<file path="src/hw/rtl/hqt_pkg.sv">
// ----------------------------------------------------------------------------
// hqt_pkg
// shared widths, operation and status codes and entry types of the quota table
// ----------------------------------------------------------------------------
package hqt_pkg;

    localparam int FUNC_W  = 3;
    localparam int ID_W    = 6;
    localparam int QUOTA_W = 20;
    localparam int CNT_W   = 4;
    localparam int ST_W    = 3;

    localparam logic [CNT_W-1:0] CNT_MAX = 4'd15;

    localparam logic [FUNC_W-1:0] FUNC_QUERY   = 3'd0;
    localparam logic [FUNC_W-1:0] FUNC_SPLIT   = 3'd1;
    localparam logic [FUNC_W-1:0] FUNC_ALLOC   = 3'd2;
    localparam logic [FUNC_W-1:0] FUNC_FREE    = 3'd3;
    localparam logic [FUNC_W-1:0] FUNC_CONSUME = 3'd4;

    localparam logic [ST_W-1:0] ST_OK        = 3'd0;
    localparam logic [ST_W-1:0] ST_REFUSED   = 3'd1;
    localparam logic [ST_W-1:0] ST_UNUSED    = 3'd2;
    localparam logic [ST_W-1:0] ST_CHILD_OVF = 3'd3;
    localparam logic [ST_W-1:0] ST_UNDERFLOW = 3'd4;

    typedef struct packed {
        logic [QUOTA_W-1:0] quota;
        logic [QUOTA_W-1:0] usage;
        logic [ID_W-1:0]    parent;
        logic [CNT_W-1:0]   children;
    } entry_t;

    typedef struct packed {
        entry_t             ent;
        logic [ID_W-1:0]    new_child;
        logic               granted;
        logic [ST_W-1:0]    status;
    } result_t;

endpackage

</file>
<file path="src/hw/rtl/hqt_mem.sv">
// ----------------------------------------------------------------------------
// hqt_mem
// entry memory, one write port and one registered read port
// ----------------------------------------------------------------------------
module hqt_mem
    import hqt_pkg::*;
#(
    parameter int DEPTH = 64,
    parameter int AW    = 6
) (
    input  logic          clk,
    input  logic          rd_en,
    input  logic [AW-1:0] rd_addr,
    output entry_t        rd_data,
    input  logic          wr_en,
    input  logic [AW-1:0] wr_addr,
    input  entry_t        wr_data
);

    entry_t mem [DEPTH];

    always_ff @(posedge clk)
    begin
        if (wr_en)
        begin
            mem[wr_addr] <= wr_data;
        end
    end

    always_ff @(posedge clk)
    begin
        if (rd_en)
        begin
            rd_data <= mem[rd_addr];
        end
    end

endmodule

</file>
<file path="src/hw/rtl/hqt_exec.sv">
// ----------------------------------------------------------------------------
// hqt_exec
// operation logic: decides the updated entry, the child slot and the result
// ----------------------------------------------------------------------------
module hqt_exec
    import hqt_pkg::*;
#(
    parameter int ID_COUNT = 64,
    parameter int FAN_OUT  = 8,
    parameter int MEM_N    = 64,
    parameter int AW       = 6
) (
    input  logic [FUNC_W-1:0]  func,
    input  logic [ID_W-1:0]    id,
    input  logic [QUOTA_W-1:0] amount,
    input  logic               unused,
    input  entry_t             cur,
    output result_t            res,
    output logic               upd,
    output logic               split_ok,
    output logic               child_in_mem,
    output logic [AW-1:0]      child_addr
);

    localparam int CW = ID_W + $clog2(FAN_OUT + 1) + 1;

    logic [QUOTA_W-1:0] left;
    logic [CW-1:0]      child_idx;
    logic               child_full;

    assign left       = (cur.usage > cur.quota) ? '0 : cur.quota - cur.usage;
    assign child_idx  = CW'(id) * CW'(FAN_OUT) + CW'(1) + CW'(cur.children);
    assign child_full = (32'(cur.children) >= 32'(FAN_OUT)) || (cur.children >= CNT_MAX)
                        || (32'(child_idx) >= 32'(ID_COUNT));
    assign child_in_mem = 32'(child_idx) < 32'(MEM_N);
    assign child_addr   = child_idx[AW-1:0];

    always_comb
    begin
        res           = '0;
        res.ent       = cur;
        res.status    = ST_OK;
        upd           = 1'b0;
        split_ok      = 1'b0;
        if (unused)
        begin
            res        = '0;
            res.status = ST_UNUSED;
        end
        else
        begin
            case (func)
                FUNC_QUERY:
                begin
                end
                FUNC_SPLIT:
                begin
                    if (child_full)
                    begin
                        res.status = ST_CHILD_OVF;
                    end
                    else if (amount > left)
                    begin
                        res.status = ST_REFUSED;
                    end
                    else
                    begin
                        res.ent.children = cur.children + CNT_W'(1);
                        res.ent.usage    = cur.usage + amount;
                        res.new_child    = child_idx[ID_W-1:0];
                        upd              = 1'b1;
                        split_ok         = 1'b1;
                    end
                end
                FUNC_ALLOC:
                begin
                    if (cur.usage < cur.quota)
                    begin
                        res.ent.usage = cur.usage + QUOTA_W'(1);
                        res.granted   = 1'b1;
                        upd           = 1'b1;
                    end
                    else
                    begin
                        res.status = ST_REFUSED;
                    end
                end
                FUNC_FREE:
                begin
                    if (cur.usage == '0)
                    begin
                        res.status = ST_UNDERFLOW;
                    end
                    else
                    begin
                        res.ent.usage = cur.usage - QUOTA_W'(1);
                        upd           = 1'b1;
                    end
                end
                FUNC_CONSUME:
                begin
                    if (left >= amount)
                    begin
                        res.granted = 1'b1;
                    end
                    else
                    begin
                        res.status = ST_REFUSED;
                    end
                end
                default:
                begin
                    res.status = ST_REFUSED;
                end
            endcase
        end
    end

endmodule

</file>
<file path="src/hw/rtl/hierarchical_quota_table.sv">
// ----------------------------------------------------------------------------
// hierarchical_quota_table
// page quota table arranged as a tree of fixed fan-out, one entry per id
// ----------------------------------------------------------------------------
// usage:
//   a request (func, entry_id, amount) is taken at a clock edge with start
//   high and busy low. the entry is read from a synchronous memory at that
//   edge, modified in the following cycle and written back at its end, when
//   the result is registered. done is high for exactly one cycle with the
//   result fields; done and the result are registered together at the end
//   of the modify cycle. the receiver cannot stall. every request except a
//   split that succeeds with its child slot inside the memory returns to idle
//   after the modify cycle, so busy is already low while done is high. such a
//   split writes the new child entry in a further busy state through the
//   single memory write port.
//   root_quota is written with root_quota_we while no request is in flight;
//   it is the quota of entry zero.
//   reset clears the state machine, the in-use bits (entry zero stays in use)
//   and the root quota; entry zero reads as empty until first written.
// ----------------------------------------------------------------------------
module hierarchical_quota_table
    import hqt_pkg::*;
#(
    parameter int ID_COUNT = 64,
    parameter int FAN_OUT  = 8
) (
    input  logic               clk,
    input  logic               rst_n,
    input  logic               root_quota_we,
    input  logic [QUOTA_W-1:0] root_quota,
    input  logic               start,
    output logic               busy,
    input  logic [FUNC_W-1:0]  func,
    input  logic [ID_W-1:0]    entry_id,
    input  logic [QUOTA_W-1:0] amount,
    output logic               done,
    output logic [QUOTA_W-1:0] quota_out,
    output logic [QUOTA_W-1:0] usage_out,
    output logic [ID_W-1:0]    parent_out,
    output logic [CNT_W-1:0]   children_out,
    output logic [ID_W-1:0]    new_child,
    output logic               granted,
    output logic [ST_W-1:0]    status
);

    localparam int MEM_N = (ID_COUNT < (2 ** ID_W)) ? ID_COUNT : (2 ** ID_W);
    localparam int AW    = $clog2(MEM_N);

    localparam logic [1:0] S_IDLE  = 2'd0;
    localparam logic [1:0] S_EXEC  = 2'd1;
    localparam logic [1:0] S_CHILD = 2'd2;

    logic [1:0]         state_reg;
    logic [1:0]         state_next;
    logic [FUNC_W-1:0]  func_reg;
    logic [ID_W-1:0]    id_reg;
    logic [QUOTA_W-1:0] amount_reg;
    logic [QUOTA_W-1:0] root_quota_reg;
    logic               root_fresh_reg;
    logic [MEM_N-1:0]   in_use_reg;
    logic [AW-1:0]      child_addr_reg;
    logic               done_reg;
    result_t            result_reg;

    logic               accept;
    logic               unused;
    entry_t             rd_data;
    entry_t             cur;
    result_t            res;
    logic               upd;
    logic               split_ok;
    logic               child_in_mem;
    logic [AW-1:0]      child_addr;
    logic               wr_en;
    logic [AW-1:0]      wr_addr;
    entry_t             wr_data;

    assign busy   = (state_reg != S_IDLE);
    assign accept = start && !busy;
    assign unused = (32'(id_reg) >= 32'(MEM_N)) || !in_use_reg[id_reg[AW-1:0]];

    // entry zero: quota lives in the register, other fields empty until written
    always_comb
    begin
        cur = rd_data;
        if (id_reg == '0)
        begin
            cur.quota = root_quota_reg;
            if (root_fresh_reg)
            begin
                cur.usage    = '0;
                cur.parent   = '0;
                cur.children = '0;
            end
        end
    end

    hqt_mem #(
        .DEPTH (MEM_N),
        .AW    (AW)
    ) u_mem (
        .clk     (clk),
        .rd_en   (accept),
        .rd_addr (entry_id[AW-1:0]),
        .rd_data (rd_data),
        .wr_en   (wr_en),
        .wr_addr (wr_addr),
        .wr_data (wr_data)
    );

    hqt_exec #(
        .ID_COUNT (ID_COUNT),
        .FAN_OUT  (FAN_OUT),
        .MEM_N    (MEM_N),
        .AW       (AW)
    ) u_exec (
        .func         (func_reg),
        .id           (id_reg),
        .amount       (amount_reg),
        .unused       (unused),
        .cur          (cur),
        .res          (res),
        .upd          (upd),
        .split_ok     (split_ok),
        .child_in_mem (child_in_mem),
        .child_addr   (child_addr)
    );

    always_comb
    begin
        wr_en   = 1'b0;
        wr_addr = id_reg[AW-1:0];
        wr_data = res.ent;
        if (state_reg == S_EXEC)
        begin
            wr_en = upd;
        end
        else if (state_reg == S_CHILD)
        begin
            wr_en            = 1'b1;
            wr_addr          = child_addr_reg;
            wr_data.quota    = amount_reg;
            wr_data.usage    = '0;
            wr_data.parent   = id_reg;
            wr_data.children = '0;
        end
    end

    always_comb
    begin
        state_next = state_reg;
        case (state_reg)
            S_IDLE:
            begin
                if (start)
                begin
                    state_next = S_EXEC;
                end
            end
            S_EXEC:
            begin
                state_next = (split_ok && child_in_mem) ? S_CHILD : S_IDLE;
            end
            S_CHILD:
            begin
                state_next = S_IDLE;
            end
            default:
            begin
                state_next = S_IDLE;
            end
        endcase
    end

    always_ff @(posedge clk or negedge rst_n)
    begin
        if (!rst_n)
        begin
            state_reg      <= S_IDLE;
            root_quota_reg <= '0;
            root_fresh_reg <= 1'b1;
            in_use_reg     <= MEM_N'(1);
            done_reg       <= 1'b0;
        end
        else
        begin
            state_reg <= state_next;
            done_reg  <= (state_reg == S_EXEC);
            if (root_quota_we)
            begin
                root_quota_reg <= root_quota;
            end
            if ((state_reg == S_EXEC) && upd && (id_reg == '0))
            begin
                root_fresh_reg <= 1'b0;
            end
            if ((state_reg == S_EXEC) && split_ok && child_in_mem)
            begin
                in_use_reg[child_addr] <= 1'b1;
            end
        end
    end

    // request and result payload
    always_ff @(posedge clk)
    begin
        if (accept)
        begin
            func_reg   <= func;
            id_reg     <= entry_id;
            amount_reg <= amount;
        end
        if (state_reg == S_EXEC)
        begin
            result_reg     <= res;
            child_addr_reg <= child_addr;
        end
    end

    assign done         = done_reg;
    assign quota_out    = result_reg.ent.quota;
    assign usage_out    = result_reg.ent.usage;
    assign parent_out   = result_reg.ent.parent;
    assign children_out = result_reg.ent.children;
    assign new_child    = result_reg.new_child;
    assign granted      = result_reg.granted;
    assign status       = result_reg.status;

endmodule
</file>
<file path="config.mk">
export PLATFORM = sky130hd
export DESIGN_NAME = hierarchical_quota_table
export DESIGN_NICKNAME = d
export VERILOG_FILES = /design/src/hw/rtl/hqt_pkg.sv /design/src/hw/rtl/hqt_mem.sv /design/src/hw/rtl/hqt_exec.sv /design/src/hw/rtl/hierarchical_quota_table.sv
export SDC_FILE = /design/constraint.sdc
export NUM_CORES = 2
export LEC_CHECK = 0
export BUFFER_PORTS_ARGS = -buffer_cell sky130_fd_sc_hd__buf_2
export CAP_MARGIN = 20
export CORE_UTILIZATION = 47
export DETAILED_ROUTE_END_ITERATION = 6
export PLACE_DENSITY_LB_ADDON = 0.3
export SLEW_MARGIN = 15
export SYNTH_ARGS = -nofsm -noshare
export SYNTH_HDL_FRONTEND = slang
export SYNTH_SLANG_ARGS = --single-unit
</file>
<file path="constraint.sdc">
create_clock -name clk -period 23 [get_ports clk]
set_clock_uncertainty 0.05 [all_clocks]
set_input_delay 4.6 -clock clk [delete_from_list [all_inputs] [get_ports clk]]
set_output_delay 4.6 -clock clk [all_outputs]
set_load 0.01 [all_outputs]
</file>
==> impl_metrics.yaml <==
outcome:
  status: "finished, final reports clean"
cts:
  ctsResizeCount: 0
  clockRootBuffer: "clkbuf_16"
  cts_max_path_buffers: 4
  cts-buffers-inserted: 347
  cts_hold_buf: 0
  cts_tree: "done"
  htreeDepth: 5
  cts_setup_buffers: 0
  clk-insertion-delay-late_ns: 0.93
  clkTransAtPathRegs_ns: 0.06
  clkSinkCount: 3433
placed_design:
  dpl_cell_area_mm2: 0.142
  gp_congestion: 0.893
  io_buffers: 114
  hpwl_um: 201000
  dp.cells: 9757
logic_synthesis:
  ys_seq_area_share_pct: 75.8
  syn-num-nets: 6100
  yosysMostFrequentCell: "edfxtp_1"
  yosys_warnings: 0
  synthFlopType: "edfxtp_1"
  synth-seq-cells: 3433
  yosys-top-cells-area: "edfxtp_1 74%, mux4_2 18%, dfrtp_1 1.6%"
  synth_top_area_share_pct: 74.2
  yosys.area.top_type: "edfxtp_1"
  async_flop_share_pct: 2.56
  syn_avg_cell_area_um2: 22.6
  synth_edf_count: 3345
  ys_types: 96
  synthesis.area_mm2: 0.135
  netlist_instances: 5984
  synthTopCellsByCount: "3345 x edfxtp_1, 1058 x mux4_2, 195 x clkbuf_1"
critical_path:
  cp_num_buf_inv: 4
  cp_slowest_stage_delay_ns: 1.05
  crit_chain: "nor4_4, buf_4, nand2_2, mux2i_1, inv_1, ha_1, a21o_1, a31oi_1, o21ai_0, a221oi_1, o31ai_1, and3_1, a211o_1, ha_1, nand4_1, nor4_1, a21boi_0, o41ai_2, a21oi_4, o31ai_2, o41a_2, buf_4, nor3_2, buf_4"
  critPathKind: "reg2reg"
  critPathTopFamily: "compound AO/OA/AOI/OAI gates"
  worstPathRequired_ns: 23.49
  cp_common_cell: "buf_4"
  slowest_stage: "nor3_2"
  start_kind: "register"
  path_max_fanout: 52
  cp.arrival_ns: 11.55
  end_kind: "register"
  r2r_cells: 24
  crit_cells: 24
final_layout:
  largest_reg_flops: 3200
  layout.nets: 6465
  finalNonFillerCells: 10400
  multi_input_area_mm2: 0.0320
  fin_area_mm2: 0.153
  num-fill-cells: 21400
  register_area_mm2: 0.103
  drive_gt1_share_pct: 31.2
  post-route-util_pct: 53.6
  syn_to_final_growth_pct: 13.2
floorplan:
  fp.dieW_um: 539
  die_h_um: 539
  io_pins: 115
  start_util_pct: 47.4
  coreArea_mm2: 0.286
  rows: 196
  die_area_mm2: 0.290
worst_hold_path:
  holdPathStages: 1
  hold_class: "reg2reg"
drt:
  wl_um: 350000
  drc: 0
  vias_per_cell: 6.41
  vias: 66700
  firstDrtPassIters: 6
  antenna_left: 0
  dr.first_iter.drc_count: 8529
  avgRoutedWirePerCell_um: 33.6
pwr:
  vdd_drop_max_v: 0.0000595
  power.density_mw_per_mm2: 87.4
  p_total_mw: 13.4
  leakagePower_nw: 49.1
global_routing:
  grt_overflow: 0
  grt_pass1_wl_um: 499000
  antenna_found_initial: 28
  grt_pass1_vias: 66200
  grt_max_degree: 136
  grt_use_total_pct: 24.1
timing:
  grt_setup_unrepaired: "no"
  maxSlewViolCount: 0
  slew_headroom_pct: 14.0
  min_period_ns: 11.05
  tightestPinTransition_ns: 1.29
  setup_viol: 0
  tns_ns: 0
  period_share_pct: 48.1
  hold_viol: 0
  fmax_mhz: 90.5
run:
  maxCapViolCount: 0
[cells in the final DEF, fill, tap and decap left out, types with 64 or more instances in the layout]
cell type  netlist  routed
a21oi_1         82      70
buf_4            1     211
nor3_2           0      67
nor2_1         115     114
mux4_2        1058    1058
clkinv_1         1      84
clkbuf_1       195      69
clkinv_2         0      64
dfrtp_1         86      86
buf_2           20     107
nand2_1        133     133
edfxtp_1      3345    3345
clkbuf_16        0     350
inv_1           75      74
[logic make-up (layout without fill, tap and decap cells)]
logic type      count (synthesis)  count (layout)  share of synthesized area, %
fa+ha+maj                      63              63                         0.593
simple gates                  515             515                          1.86
buf+inv                       395            1046                          1.20
mux                          1134            1134                          18.2
flops                        3433            3433                          75.8
compound gates                405             405                          2.09
other cells                     0              11                             0
xor+xnor                       39              39                         0.252
[power by group]
group | internal [mW] | total, mW | switching [mW] | leakage (nW)
logic | 0.302 | 0.848 | 0.546 | 11.7
registers | 6.94 | 6.98 | 0.0425 | 32.0
clock network | 3.16 | 5.57 | 2.41 | 5.48
[layout make-up]
| cell class | count | share of cell area, % |
|---|---|---|
| Tap cell | 3762 | 3.07 |
| Clock inverter | 212 | 1.41 |
| Timing Repair Buffer | 334 | 1.55 |
| Clock buffer | 423 | 5.92 |
| Antenna cell | 11 | 0.0180 |
| Inverter | 77 | 0.188 |
| Sequential cell | 3433 | 66.9 |
| Multi-Input combinational cell | 2156 | 20.9 |
[final timing paths]
check / startpoint / to / slack, ns
setup / recovery: id_reg[3] / u_mem.mem[56][46] / 11.95
hold / removal: in_use_reg[46] / in_use_reg[46] / 0.42
setup reg to reg: id_reg[3] / u_mem.mem[56][46] / 11.95
hold reg to reg: in_use_reg[46] / in_use_reg[46] / 0.42
max in group asynchronous: rst_n / in_use_reg[29] / 18.08
min in group asynchronous: rst_n / root_quota_reg[0] / 3.57
[per-layer routing]
metal	global-route usage, %	share of wire (%)
met5	0	0.012
met4	5.85	2.4
met3	4.63	9.9
met2	36.4	46
met1	36.2	42
[metrics by stage]
stage               hold slack (ns)  setup WS [ns]
finish                        0.418          11.95
global route                  0.430          11.46
CTS                           0.419          12.07
detailed placement            0.404          12.06
global placement              0.395          12.05
floorplan                     0.381          12.48
(Power assumes the default switching activity.)
